`config.mk`:
```
export PLATFORM = sky130hd
export DESIGN_NAME = pid_speed_controller_log_gain
export DESIGN_NICKNAME = d
export VERILOG_FILES = /design/src/rtl/pslg_pkg.sv /design/src/rtl/pid_speed_controller_log_gain.sv
export SDC_FILE = /design/constraint.sdc
export NUM_CORES = 2
export LEC_CHECK = 0
export ABC_AREA = 1
export BUFFER_PORTS_ARGS = -buffer_cell sky130_fd_sc_hd__buf_2
export CAP_MARGIN = 20
export CELL_PAD_IN_SITES_DETAIL_PLACEMENT = 0
export CELL_PAD_IN_SITES_GLOBAL_PLACEMENT = 2
export CORE_UTILIZATION = 37
export DETAILED_ROUTE_END_ITERATION = 10
export GPL_TIMING_DRIVEN = 1
export MAX_ROUTING_LAYER = met4
export PLACE_DENSITY = 0.93
export SETUP_SLACK_MARGIN = 0.15
export SLEW_MARGIN = 10
export SYNTH_ARGS = -nofsm -noshare
export SYNTH_HDL_FRONTEND = slang
export SYNTH_SLANG_ARGS = --single-unit
```
`constraint.sdc`:
```
create_clock -name clock -period 7.2 [get_ports clock]
set_clock_uncertainty 0.2 [all_clocks]
set_input_delay 1.44 -clock clock [delete_from_list [all_inputs] [get_ports clock]]
set_output_delay 1.44 -clock clock [all_outputs]
set_load 0.005 [all_outputs]
```
`src/rtl/pslg_pkg.sv`:
```
// ----------------------------------------------------------------------------
// pslg_pkg
// Shared constants, register indexes and the log2 fraction table of the
// log-gain PID speed controller.
// ----------------------------------------------------------------------------
`default_nettype none

package pslg_pkg;

   localparam int SIG_W   = 24;   // Q15.8 signal
   localparam int ERR_W   = 25;   // Q16.8 error
   localparam int LIM_W   = 23;   // clamp and threshold registers
   localparam int GAIN_W  = 24;   // Q8.16 gains
   localparam int SEP_W   = 16;
   localparam int CSR_W   = 24;
   localparam int IDX_W   = 3;
   localparam int MC_W    = 52;   // serial multiplier multiplicand / accumulator
   localparam int MP_W    = 26;   // serial multiplier multiplier

   localparam logic [MP_W-1:0] KP_LOG_SCALE = 26'd98642;
   localparam logic [MP_W-1:0] ARG_MUL      = 26'd53;
   localparam logic [ERR_W:0]  ARG_OFFSET   = 26'd2560;
   localparam logic [30:0]     ONE_Q8       = 31'd256;

   localparam logic [IDX_W-1:0] REG_MAX_OUTPUT     = 3'd0;
   localparam logic [IDX_W-1:0] REG_INTEGRAL_LIMIT = 3'd1;
   localparam logic [IDX_W-1:0] REG_DEADBAND       = 3'd2;
   localparam logic [IDX_W-1:0] REG_MAX_ERROR      = 3'd3;
   localparam logic [IDX_W-1:0] REG_INTEGRAL_GAIN  = 3'd4;
   localparam logic [IDX_W-1:0] REG_DERIV_GAIN     = 3'd5;
   localparam logic [IDX_W-1:0] REG_SEPARATION     = 3'd6;
   localparam logic [IDX_W-1:0] REG_MIN_SETPOINT   = 3'd7;

   // log2(1 + i/32) in Q16
   function automatic logic [16:0] log2_frac(input logic [5:0] idx);
      logic [16:0] v;
      case (idx)
         6'd0:  v = 17'd0;
         6'd1:  v = 17'd2909;
         6'd2:  v = 17'd5732;
         6'd3:  v = 17'd8473;
         6'd4:  v = 17'd11136;
         6'd5:  v = 17'd13727;
         6'd6:  v = 17'd16248;
         6'd7:  v = 17'd18704;
         6'd8:  v = 17'd21098;
         6'd9:  v = 17'd23433;
         6'd10: v = 17'd25711;
         6'd11: v = 17'd27936;
         6'd12: v = 17'd30109;
         6'd13: v = 17'd32234;
         6'd14: v = 17'd34312;
         6'd15: v = 17'd36346;
         6'd16: v = 17'd38336;
         6'd17: v = 17'd40286;
         6'd18: v = 17'd42196;
         6'd19: v = 17'd44068;
         6'd20: v = 17'd45904;
         6'd21: v = 17'd47705;
         6'd22: v = 17'd49472;
         6'd23: v = 17'd51207;
         6'd24: v = 17'd52911;
         6'd25: v = 17'd54584;
         6'd26: v = 17'd56229;
         6'd27: v = 17'd57845;
         6'd28: v = 17'd59434;
         6'd29: v = 17'd60997;
         6'd30: v = 17'd62534;
         6'd31: v = 17'd64047;
         6'd32: v = 17'd65536;
         default: v = 17'd0;
      endcase
      return v;
   endfunction

endpackage

`default_nettype wire

```
`src/rtl/pid_speed_controller_log_gain.sv`:
```
// ----------------------------------------------------------------------------
// pid_speed_controller_log_gain
// Positional PID with log-shaped proportional gain, deadband, error gate,
// integral separation and symmetric clamps. One shift-add multiplier,
// one multiplier bit per cycle, is shared by all products.
// ----------------------------------------------------------------------------
// flow: gated beats go from S_CHECK straight to S_OUT; others pass through the
//   bit-serial multiplier passes (XMUL, DRMUL, LMUL, PMUL, IMUL, DMUL, the
//   integral pass skipped when the integral is cleared) and the msb search;
//   a result waiting on rsp_tready holds the next one in S_OUT
// throughput: one beat at a time, next beat accepted after S_OUT registers the result
// reset: synchronous, clears control, registers to defaults, previous error and integral
`default_nettype none

module pid_speed_controller_log_gain (
   input  wire logic        clock,
   input  wire logic        reset,
   input  wire logic        req_tvalid,
   output logic             req_tready,
   input  wire logic [47:0] req_tdata,   // measured [23:0], target [47:24]
   output logic             rsp_tvalid,
   input  wire logic        rsp_tready,
   output logic [23:0]      rsp_tdata,   // drive [23:0]
   output logic             rsp_tuser,   // gated [0]
   input  wire logic        csr_wr_en,
   input  wire logic [2:0]  csr_index,
   input  wire logic [23:0] csr_wdata
);

   localparam logic [3:0] S_IDLE   = 4'd0;
   localparam logic [3:0] S_CHECK  = 4'd1;
   localparam logic [3:0] S_XMUL   = 4'd2;
   localparam logic [3:0] S_NORM   = 4'd3;
   localparam logic [3:0] S_DRMUL  = 4'd4;
   localparam logic [3:0] S_LMUL   = 4'd5;
   localparam logic [3:0] S_PMUL   = 4'd6;
   localparam logic [3:0] S_IMUL   = 4'd7;
   localparam logic [3:0] S_DSTART = 4'd8;
   localparam logic [3:0] S_DMUL   = 4'd9;
   localparam logic [3:0] S_OUT    = 4'd10;

   localparam int MC_W = pslg_pkg::MC_W;
   localparam int MP_W = pslg_pkg::MP_W;

   // configuration
   logic [22:0] max_out_ff, ilim_ff, deadband_ff, max_err_ff, min_sp_ff;
   logic [23:0] ki_ff, kd_ff;
   logic [15:0] sep_ff;

   logic [3:0]  state_ff, state_in;
   logic [24:0] err_ff, err_in, last_ff, last_in, isum_ff, isum_in;
   logic [23:0] tgt_ff, tgt_in;
   logic        clr_ff, clr_in;
   logic [30:0] norm_ff, norm_in;
   logic [4:0]  p_ff, p_in;
   logic [4:0]  idx_ff, idx_in;
   logic signed [31:0] pout_ff, pout_in;
   logic        dneg_ff, dneg_in;
   logic [MC_W-1:0] mc_ff, mc_in, acc_ff, acc_in;
   logic [MP_W-1:0] mp_ff, mp_in;
   logic [4:0]  cnt_ff, cnt_in;
   logic [23:0] res_drive_ff, res_drive_in;
   logic        res_gated_ff, res_gated_in;
   logic        rsp_valid_ff, rsp_valid_in;
   logic [23:0] rsp_drive_ff, rsp_drive_in;
   logic        rsp_gated_ff, rsp_gated_in;

   logic [24:0] aerr;
   logic [25:0] eofs, eofs_mag, derr, derr_mag;
   logic [23:0] atgt;
   logic [30:0] xval;
   logic [16:0] tab_lo;
   logic [21:0] lval;
   logic [MC_W-1:0] rnd;
   logic [35:0] rmag;
   logic signed [35:0] isum_new, ilim_s;
   logic signed [37:0] total, dout_s, olim_s;
   logic        gate, busy_mul;

   assign aerr     = err_ff[24] ? (25'd0 - err_ff) : err_ff;
   assign atgt     = tgt_ff[23] ? (24'd0 - tgt_ff) : tgt_ff;
   assign eofs     = {err_ff[24], err_ff} + pslg_pkg::ARG_OFFSET;
   assign eofs_mag = eofs[25] ? (26'd0 - eofs) : eofs;
   assign derr     = {err_ff[24], err_ff} - {last_ff[24], last_ff};
   assign derr_mag = derr[25] ? (26'd0 - derr) : derr;
   assign xval     = (acc_ff[30:0] < pslg_pkg::ONE_Q8) ? pslg_pkg::ONE_Q8 : acc_ff[30:0];
   assign tab_lo   = pslg_pkg::log2_frac({1'b0, idx_ff});
   assign lval     = {1'b0, p_ff - 5'd8, 16'd0} + {5'd0, tab_lo} + {5'd0, acc_ff[32:16]};
   assign rnd      = acc_ff + MC_W'(32768);
   assign rmag     = rnd[MC_W-1:16];
   assign gate     = ((max_err_ff != 23'd0) && (aerr > {2'b0, max_err_ff})) ||
                     ((deadband_ff != 23'd0) && (aerr < {2'b0, deadband_ff}));
   assign ilim_s   = $signed({13'd0, ilim_ff});
   assign olim_s   = $signed({15'd0, max_out_ff});
   assign busy_mul = (state_ff == S_XMUL) || (state_ff == S_DRMUL) ||
                     (state_ff == S_LMUL) || (state_ff == S_PMUL) ||
                     (state_ff == S_IMUL) || (state_ff == S_DMUL);

   always_comb begin
      isum_new = $signed({{11{isum_ff[24]}}, isum_ff}) +
                 (err_ff[24] ? -$signed({1'b0, rmag[34:0]}) : $signed({1'b0, rmag[34:0]}));
      dout_s   = dneg_ff ? -$signed({2'b0, rmag}) : $signed({2'b0, rmag});
      total    = $signed({{6{pout_ff[31]}}, pout_ff}) +
                 $signed({{13{isum_ff[24]}}, isum_ff}) + dout_s;
   end

   always_comb begin
      state_in     = state_ff;
      err_in       = err_ff;
      tgt_in       = tgt_ff;
      last_in      = last_ff;
      isum_in      = isum_ff;
      clr_in       = clr_ff;
      norm_in      = norm_ff;
      p_in         = p_ff;
      idx_in       = idx_ff;
      pout_in      = pout_ff;
      dneg_in      = dneg_ff;
      mc_in        = mc_ff;
      mp_in        = mp_ff;
      acc_in       = acc_ff;
      cnt_in       = cnt_ff;
      res_drive_in = res_drive_ff;
      res_gated_in = res_gated_ff;
      rsp_valid_in = rsp_valid_ff;
      rsp_drive_in = rsp_drive_ff;
      rsp_gated_in = rsp_gated_ff;

      if (rsp_valid_ff && rsp_tready) begin
         rsp_valid_in = 1'b0;
      end

      // one multiplier bit per cycle
      if (busy_mul && (cnt_ff != 5'd0)) begin
         acc_in = acc_ff + (mp_ff[0] ? mc_ff : '0);
         mc_in  = {mc_ff[MC_W-2:0], 1'b0};
         mp_in  = {1'b0, mp_ff[MP_W-1:1]};
         cnt_in = cnt_ff - 5'd1;
      end

      unique case (state_ff)
         S_IDLE: begin
            if (req_tvalid) begin
               err_in   = {req_tdata[47], req_tdata[47:24]} - {req_tdata[23], req_tdata[23:0]};
               tgt_in   = req_tdata[47:24];
               state_in = S_CHECK;
            end
         end
         S_CHECK: begin
            if (gate) begin
               res_drive_in = 24'd0;
               res_gated_in = 1'b1;
               state_in     = S_OUT;
            end else begin
               clr_in   = ((sep_ff != 16'd0) && (aerr > {1'b0, sep_ff, 8'd0})) ||
                          (atgt < {1'b0, min_sp_ff});
               mc_in    = {26'd0, eofs_mag};
               mp_in    = pslg_pkg::ARG_MUL;
               acc_in   = '0;
               cnt_in   = 5'd6;
               state_in = S_XMUL;
            end
         end
         S_XMUL: begin
            if (cnt_ff == 5'd0) begin
               norm_in  = xval;
               p_in     = 5'd30;
               state_in = S_NORM;
            end
         end
         S_NORM: begin
            // msb search, one position a cycle
            if (norm_ff[30]) begin
               idx_in   = norm_ff[29:25];
               mc_in    = MC_W'(pslg_pkg::log2_frac({1'b0, norm_ff[29:25]} + 6'd1) -
                                pslg_pkg::log2_frac({1'b0, norm_ff[29:25]}));
               mp_in    = {10'd0, norm_ff[24:9]};
               acc_in   = '0;
               cnt_in   = 5'd16;
               state_in = S_DRMUL;
            end else begin
               norm_in = {norm_ff[29:0], 1'b0};
               p_in    = p_ff - 5'd1;
            end
         end
         S_DRMUL: begin
            if (cnt_ff == 5'd0) begin
               mc_in    = {30'd0, lval};
               mp_in    = pslg_pkg::KP_LOG_SCALE;
               acc_in   = '0;
               cnt_in   = 5'd17;
               state_in = S_LMUL;
            end
         end
         S_LMUL: begin
            if (cnt_ff == 5'd0) begin
               mc_in    = {30'd0, rmag[21:0]};
               mp_in    = {1'b0, aerr};
               acc_in   = '0;
               cnt_in   = 5'd25;
               state_in = S_PMUL;
            end
         end
         S_PMUL: begin
            if (cnt_ff == 5'd0) begin
               pout_in = err_ff[24] ? -$signed({1'b0, rmag[30:0]}) : $signed({1'b0, rmag[30:0]});
               if (clr_ff) begin
                  isum_in  = 25'd0;
                  state_in = S_DSTART;
               end else begin
                  mc_in    = {28'd0, ki_ff};
                  mp_in    = {1'b0, aerr};
                  acc_in   = '0;
                  cnt_in   = 5'd25;
                  state_in = S_IMUL;
               end
            end
         end
         S_IMUL: begin
            if (cnt_ff == 5'd0) begin
               if (isum_new > ilim_s) begin
                  isum_in = {2'b0, ilim_ff};
               end else if (isum_new < -ilim_s) begin
                  isum_in = 25'd0 - {2'b0, ilim_ff};
               end else begin
                  isum_in = isum_new[24:0];
               end
               state_in = S_DSTART;
            end
         end
         S_DSTART: begin
            dneg_in  = derr[25];
            mc_in    = {28'd0, kd_ff};
            mp_in    = derr_mag;
            acc_in   = '0;
            cnt_in   = 5'd26;
            state_in = S_DMUL;
         end
         S_DMUL: begin
            if (cnt_ff == 5'd0) begin
               if (total > olim_s) begin
                  res_drive_in = {1'b0, max_out_ff};
               end else if (total < -olim_s) begin
                  res_drive_in = 24'd0 - {1'b0, max_out_ff};
               end else begin
                  res_drive_in = total[23:0];
               end
               res_gated_in = 1'b0;
               last_in      = err_ff;
               state_in     = S_OUT;
            end
         end
         S_OUT: begin
            if (!rsp_valid_ff || rsp_tready) begin
               rsp_valid_in = 1'b1;
               rsp_drive_in = res_drive_ff;
               rsp_gated_in = res_gated_ff;
               state_in     = S_IDLE;
            end
         end
         default: begin
            state_in = S_IDLE;
         end
      endcase
   end

   always_ff @(posedge clock) begin
      if (reset) begin
         state_ff     <= S_IDLE;
         rsp_valid_ff <= 1'b0;
         last_ff      <= 25'd0;
         isum_ff      <= 25'd0;
         max_out_ff   <= 23'd8388607;
         ilim_ff      <= 23'd8388607;
         deadband_ff  <= 23'd0;
         max_err_ff   <= 23'd0;
         ki_ff        <= 24'd0;
         kd_ff        <= 24'd0;
         sep_ff       <= 16'd0;
         min_sp_ff    <= 23'd38400;
      end else begin
         state_ff     <= state_in;
         rsp_valid_ff <= rsp_valid_in;
         last_ff      <= last_in;
         isum_ff      <= isum_in;
         if (csr_wr_en) begin
            unique case (csr_index)
               pslg_pkg::REG_MAX_OUTPUT:     max_out_ff  <= csr_wdata[22:0];
               pslg_pkg::REG_INTEGRAL_LIMIT: ilim_ff     <= csr_wdata[22:0];
               pslg_pkg::REG_DEADBAND:       deadband_ff <= csr_wdata[22:0];
               pslg_pkg::REG_MAX_ERROR:      max_err_ff  <= csr_wdata[22:0];
               pslg_pkg::REG_INTEGRAL_GAIN:  ki_ff       <= csr_wdata;
               pslg_pkg::REG_DERIV_GAIN:     kd_ff       <= csr_wdata;
               pslg_pkg::REG_SEPARATION:     sep_ff      <= csr_wdata[15:0];
               pslg_pkg::REG_MIN_SETPOINT:   min_sp_ff   <= csr_wdata[22:0];
               default: ;
            endcase
         end
      end
   end

   always_ff @(posedge clock) begin
      err_ff       <= err_in;
      tgt_ff       <= tgt_in;
      clr_ff       <= clr_in;
      norm_ff      <= norm_in;
      p_ff         <= p_in;
      idx_ff       <= idx_in;
      pout_ff      <= pout_in;
      dneg_ff      <= dneg_in;
      mc_ff        <= mc_in;
      mp_ff        <= mp_in;
      acc_ff       <= acc_in;
      cnt_ff       <= cnt_in;
      res_drive_ff <= res_drive_in;
      res_gated_ff <= res_gated_in;
      rsp_drive_ff <= rsp_drive_in;
      rsp_gated_ff <= rsp_gated_in;
   end

   assign req_tready = (state_ff == S_IDLE);
   assign rsp_tvalid = rsp_valid_ff;
   assign rsp_tdata  = rsp_drive_ff;
   assign rsp_tuser  = rsp_gated_ff;

endmodule

`default_nettype wire

```
After elaboration in Yosys (flattened, before gate mapping):

Memory sizes are Yosys's and may differ from the RTL's. A register that Yosys moved wholly into a read port is not among the register bits.
Cells that the tools add are included.

* bitwise gates (word level): 1
* reductions and logical operators: 44
* add/sub/neg operators: 26
* eq/ne operators: 29
* magnitude comparators: 9
* multiplexer cells: 81

Operator list (number)
* $mux W52: 14
* $pmux W52 S6: 1
* $pmux W52 S5: 1
* $mux W26: 9
* $pmux W26 S6: 1
* $mux W25: 6
* $mux W31: 4
* $mux W24: 5
* $mux W17: 4
* $pmux W31 S2: 1
* $mux W5: 11
* $add A52 B16 Y52 const B: 1
* $add A52 B52 Y52: 1
* $sub A1 B26 Y26 const A: 2
* $pmux W25 S2: 1
* $pmux W24 S2: 1
* $sub A1 B23 Y24 const A: 2
* $reduce_bool A23 Y1: 2
* $mux W4: 11
* $pmux W4 S11: 1
* $add A33 B38 Y38: 1
* $gt A38 B24 Y1: 1
* $lt A38 B38 Y1: 1
* $mux W38: 1
* other kinds (54): 107

* input port bits: 80
* bits in registers: 543
* memory bits (read-only): 2112
* memories kept: 3
* word-level logic and storage cells: 223
* output and inout bits: 27

Memory list
* (name not given): words 64, bits a word 17, read ports 1, clocked after memory_dff 0, wr ports 0, line pslg_pkg.sv:37 `case (idx)`
* (name not given): words 32, bits a word 16, read ports 1, clocked after memory_dff 1, wr ports 0, line pslg_pkg.sv:37
* (name not given): words 32, bits a word 16, read ports 1, clocked after memory_dff 1, wr ports 0, line pslg_pkg.sv:37

Depth between registers and ports, before layout:

* word-level depth: 11
* gate-level depth with buffers: 49

Worst setup path after synthesis:

OpenSTA, ideal clock, no wires.

* kind: reg-to-reg
* from: reg acc_ff[16]
* to: reg isum_ff[3]
* arrival: 5991 ps
* cell stages (with the launch flop): 43
* setup slack: 878 ps
* clock period less this slack: 6322 ps
* path through: dfxtp_1 > ha_1 > nand3_2 > nor2_4 > nand2_2 > xor2_1 > inv_1 > nor2_1 > nand4_1 > nor2_1 > nand4_1 > nor2_1 > inv_1 > nor2_1 > xor2_1 > o21ai_0 > ha_1 > a21o_1 > [... 7 more ...] > nand2_1 > nand3b_1 > nand2_2 > inv_1 > ha_1 > nand4_1 > nor3_1 > and3_1 > o21ai_0 > nand3_1 > or2_2 > nand2_1 > clkinv_1 > clkbuf_1 > o21ai_0 > nand2_1 > nand3_2 > a21oi_2

* cells in the longest elaborated chain, start to end: 9
* elaborated cells between the ends (all ways): 10

RTL lines
* start, declared: line pid_speed_controller_log_gain.sv:59 `logic [MC_W-1:0] mc_ff, mc_in, acc_ff, acc_in;`
* start signal, assigned: line pid_speed_controller_log_gain.sv:313 `acc_ff <= acc_in;`
* $add A52 B16 Y52 (*): line pid_speed_controller_log_gain.sv:89 `assign rnd = acc_ff + MC_W'(32768);`
* $neg A35 Y36: line pid_speed_controller_log_gain.sv:101 `(err_ff[24] ? -$signed({1'b0, rmag[34:0]}) : $signed({1'b0, rmag[34:0]}));`
* $mux W36 (*): line pid_speed_controller_log_gain.sv:101
* $add A25 B36 Y36 (*): line pid_speed_controller_log_gain.sv:100 `isum_new = $signed({{11{isum_ff[24]}}, isum_ff}) +`
* $lt A36 B36 Y1: line pid_speed_controller_log_gain.sv:223 `end else if (isum_new < -ilim_s) begin`
* $mux W25: line pid_speed_controller_log_gain.sv:223
* $mux W25 (*): line pid_speed_controller_log_gain.sv:221 `if (isum_new > ilim_s) begin`
* $mux W25 (*): line pid_speed_controller_log_gain.sv:220 `if (cnt_ff == 5'd0) begin`
* $pmux W25 S2 (*): line pid_speed_controller_log_gain.sv:141 `unique case (state_ff)`
* end signal, assigned: line pid_speed_controller_log_gain.sv:285 `isum_ff <= isum_in;`
* end, declared: line pid_speed_controller_log_gain.sv:51 `logic [24:0] err_ff, err_in, last_ff, last_in, isum_ff, isum_in;`

Every way passes the cells marked *; elsewhere a longest branch is shown, timed or not. The select of a mux whose other input is x is not followed.
A chain may end at the register's enable or synchronous reset.

Worst setup path after layout:

* from: reg acc_ff[16]
* to: reg res_drive_ff[16] (data pin)

* cells in the longest elaborated chain, start to end: 9
* elaborated cells between the ends (all ways): 10

RTL lines
* $add A52 B16 Y52 (*): line pid_speed_controller_log_gain.sv:89
* $neg A36 Y38: line pid_speed_controller_log_gain.sv:102 `dout_s = dneg_ff ? -$signed({2'b0, rmag}) : $signed({2'b0, rmag});`
* $mux W38 (*): line pid_speed_controller_log_gain.sv:102
* $add A33 B38 Y38 (*): line pid_speed_controller_log_gain.sv:104 `$signed({{13{isum_ff[24]}}, isum_ff}) + dout_s;`
* $lt A38 B38 Y1: line pid_speed_controller_log_gain.sv:243 `end else if (total < -olim_s) begin`
* $mux W24: line pid_speed_controller_log_gain.sv:243
* $mux W24 (*): line pid_speed_controller_log_gain.sv:241 `if (total > olim_s) begin`
* $mux W24 (*): line pid_speed_controller_log_gain.sv:240 `if (cnt_ff == 5'd0) begin`
* $pmux W24 S2 (*): line pid_speed_controller_log_gain.sv:141
* end signal, assigned: line pid_speed_controller_log_gain.sv:315 `res_drive_ff <= res_drive_in;`
* end, declared: line pid_speed_controller_log_gain.sv:62 `logic [23:0] res_drive_ff, res_drive_in;`

Marks and branches as above.

==> flow_metrics.py <==
metrics = {
    "synthesis": {
        "synth_largest_area_cell": "dfxtp_1",
        "synth_area_per_cell_sq_um": 6.80,
        "ys_ff_latch": 575,
        "yosys-top-cells-area": "dfxtp_1, nand2_1, ha_1",
        "yosys_warnings": 0,
        "yosysSeqAreaShare": 0.268,
        "ys_types": 73,
        "syn-cell-area_sq_um": 49400,
        "synth_top_area_share": 0.162,
        "synthFlopType": "dfxtp_1",
        "synth_nets": 7849,
        "ys_async_sr_fraction": 0,
        "synth_edf_count": 174,
        "syn_inst": 7275,
    },
    "global_routing": {
        "grt_overflow": 0,
        "grt_first_pass_wirelength_um": 288000,
        "antenna_found_initial": 3,
        "grt_util_all_layers": 0.284,
        "grt_pass1_vias": 47100,
        "grt_max_degree": 106,
    },
    "timing": {
        "fmax_ghz": 0.148,
        "drv_slew": 0,
        "postLayoutSetupSlackWorst_ns": 0.462,
        "finalHoldViolations": 0,
        "fin_setup_tns_ns": 0,
        "fin_crit_sh": 0.936,
        "tightest_slew_ns": 1.07,
        "fin_crit_ns": 6.74,
        "setup_viol": 0,
        "maxSlewHeadroom": 0.289,
        "rsz0062_at_grt": "no",
        "timing.hold.ws_ns": 0.221,
    },
    "clocking": {
        "clk-insertion-delay-late_ns": 0.69,
        "cts_tree": "yes",
        "cts-root-buf": "clkbuf_16",
        "clkSinkCount": 575,
        "clkTransAtPathRegs_ns": 0.06,
        "ctsHoldBuffers": 0,
        "clockBufferDepth": 3,
        "cts_buffers": 76,
        "h-tree-depth": 3,
    },
    "floorplan": {
        "rows": 133,
        "core_area_sq_um": 132000,
        "initial_core_util": 0.375,
        "die_h_um": 368,
        "dieArea_sq_um": 135000,
        "dieWidth_um": 368,
        "ioPinCount": 107,
    },
    "route": {
        "dr.pass1.iters": 7,
        "wirelength_um": 193000,
        "drt_iter0_markers": 4327,
        "wl_per_cell_um": 20.7,
        "postRouteAntennaNets": 0,
        "avgViaCountPerCell": 5.44,
        "vias": 50900,
        "route.detailed.drc": 0,
    },
    "setup_path": {
        "cp-end-kind": "flop",
        "path_class": "reg2reg",
        "crit_path_start_kind": "flop",
        "cp_slowest_cell": "fa_2",
        "cp_common_cell": "buf_4",
        "cp_data_required_time_ns": 7.43,
        "cp_data_arrival_time_ns": 6.97,
        "path_delay_family": "simple AND/OR/NAND/NOR gates",
        "rr_worst_depth": 42,
        "critPathBufInv": 11,
        "cp_max_fo": 9,
        "regToRegSetupSlack_ns": 0.46,
        "crit_cells": 42,
        "cpPeakStageDelay_ns": 0.62,
    },
    "finish": {
        "drive_above_1_share": 0.117,
        "syn_to_final_growth_pct": 16.6,
        "final_cells": 9362,
        "fin_nets": 8115,
        "nFillCells": 13800,
    },
    "placement": {
        "place.gp.congestion": 0.993,
        "dp_hpwl_um": 151000,
        "portBuffers": 106,
        "post-place-cells": 9178,
        "place_ws_ns": -0.126,
    },
    "flow_run": {
        "drv_cap": 0,
    },
    "pwr": {
        "ir_drop_mv": 0.211,
        "power_w": 0.0236,
        "p_leak_nw": 26.2,
        "powerDensity_nw_per_um2": 410,
    },
    "hold_path": {
        "hold-path-cell-count": 0,
        "min_path_type": "reg2reg",
    },
    "status": {
        "status": "completed",
    },
}
-- layout by cell type (no fill, tap or decap), types with 22 or more instances in the layout --
cell       Yosys  routed
nand2_1     1520    1489
inv_1        984     969
nor2_1       727     681
o21ai_0      669     613
a21oi_1      590     575
ha_1         450     424
dfxtp_1      401     392
nand3_1      303     293
buf_4          6     285
xor2_1       222     198
edfxtp_1     174     174
nand4_1      115     115
buf_2         14     107
nor3_1       105      93
o211ai_1      93      93
clkbuf_16      0      84
xnor2_1       72      66
a211oi_1      53      52
a31oi_1       52      49
o21ai_1       16      49
nor2_2        14      47
nand2_2       21      46
nor4_1        48      44
fa_1          44      40
o21a_1        32      32
o22ai_1       30      30
or2_2         30      30
nand3b_1      25      25
o21ai_2        3      24
xor2_2         3      24
inv_2         11      23
nor2_4        10      23
ha_4           0      23
o21bai_1      22      22
-- worst reg2reg max path: cells and delay by family, from the launching register on --
| kind | cells | cell delay, ns |
|---|---|---|
| simple gates | 18 | 1.96 |
| buf+inv | 11 | 1.34 |
| fa+ha+maj | 4 | 1.32 |
| compound gates | 7 | 1.04 |
| flops | 1 | 0.38 |
| xor+xnor | 2 | 0.28 |
-- state kept, by name (all words and copies together) (netlist names), 24 cells and up, named ones only --
register and cells:
rsp_tdata 24, ki_ff 24, acc_ff 52, isum_ff 25
err_ff 25, tgt_ff 24, mc_ff 52, pout_ff 32
mp_ff 26, last_ff 25, norm_ff 31, res_drive_ff 24
kd_ff 24
-- Yosys cell counts (all sizes together) (4+ instances only) --
| cell | n |
|---|---|
| o21ai | 688 |
| buf | 42 |
| o32ai | 4 |
| o21bai | 22 |
| o211ai | 93 |
| o21a | 32 |
| nor2 | 752 |
| edfxtp | 174 |
| dfxtp | 401 |
| a32oi | 4 |
| a31oi | 52 |
| inv | 996 |
| o221ai | 19 |
| nor4 | 48 |
| xor2 | 225 |
| fa | 44 |
| o22ai | 30 |
| nand4 | 115 |
| a32o | 7 |
| nand3b | 25 |
| a221oi | 21 |
| o31ai | 17 |
| nand2 | 1547 |
| a211oi | 53 |
| o2111ai | 18 |
| xnor2 | 72 |
| ha | 450 |
| nor3 | 111 |
| or2 | 31 |
| a21oi | 593 |
| nand3 | 309 |
| and3 | 11 |
| a21o | 21 |
| a21boi | 6 |
| clkinv | 13 |
| clkbuf | 184 |
| a22oi | 13 |
-- where the power goes --
group          total [W]  internal (W)  switching, W  leakage [nW]
logic             0.0152       0.00534       0.00983          20.1
clock network    0.00391       0.00224       0.00167          1.25
registers        0.00455       0.00403      0.000522          4.89
-- layout make-up --
type,instances,area (sq um),share of cell area
multi-input cells,5465,32700,0.567
flip-flops and latches,575,13300,0.230
inverters,1009,3800,0.0659
repair buffers,414,3130,0.0543
clock buffers,109,2210,0.0384
well taps,1755,2200,0.0381
clock inverters,32,335,0.00582
diodes,3,7.51,0.000130
-- logic make-up after synthesis --
| group | synth area share |
|---|---|
| AND/OR/NAND/NOR | 0.254 |
| flip-flops | 0.268 |
| AO/OA/AOI/OAI | 0.197 |
| XOR/XNOR | 0.0531 |
| buffers and inverters | 0.0961 |
| adder cells (fa/ha/maj) | 0.132 |
| multiplexers | 0.000405 |
-- path summary, 6_finish.rpt --
path / startpoint / end
setup / recovery: acc_ff[16] / res_drive_ff[16]
hold / removal: res_drive_ff[0] / rsp_tdata[0]
setup reg to reg: acc_ff[16] / res_drive_ff[16]
hold reg to reg: res_drive_ff[0] / rsp_tdata[0]
-- per-layer routing --
metal  wire length (um)  part of all wire  GRT usage  up-vias
li1                   -                 -          -    25000
met1              87200              0.45      0.377    24000
met2              87000              0.45      0.442     1653
met3              11800             0.061     0.0306      306
met4               7370             0.038      0.106        0
met5                  0                 0          -        -
-- per-stage QoR --
| stage | utilization | area (sq um) |
|---|---|---|
| final | 0.437 | 57700 |
| after global routing | 0.437 | 57700 |
| after CTS | 0.424 | 56000 |
| after detailed placement | 0.404 | 53400 |
| after global placement | 0.404 | 53400 |
| after floorplan | - | 49400 |
-- what timing repair did --
| action | in CTS | in global routing |
|---|---|---|
| buffers inserted | 0 | 31 |
| pin swaps | 0 | 88 |
| resized for setup | 20 | 300 |
| gates cloned | 0 | 6 |
| setup endpoints to repair | 49 | 49 |
Note: power is estimated with default switching activity, not from simulation.
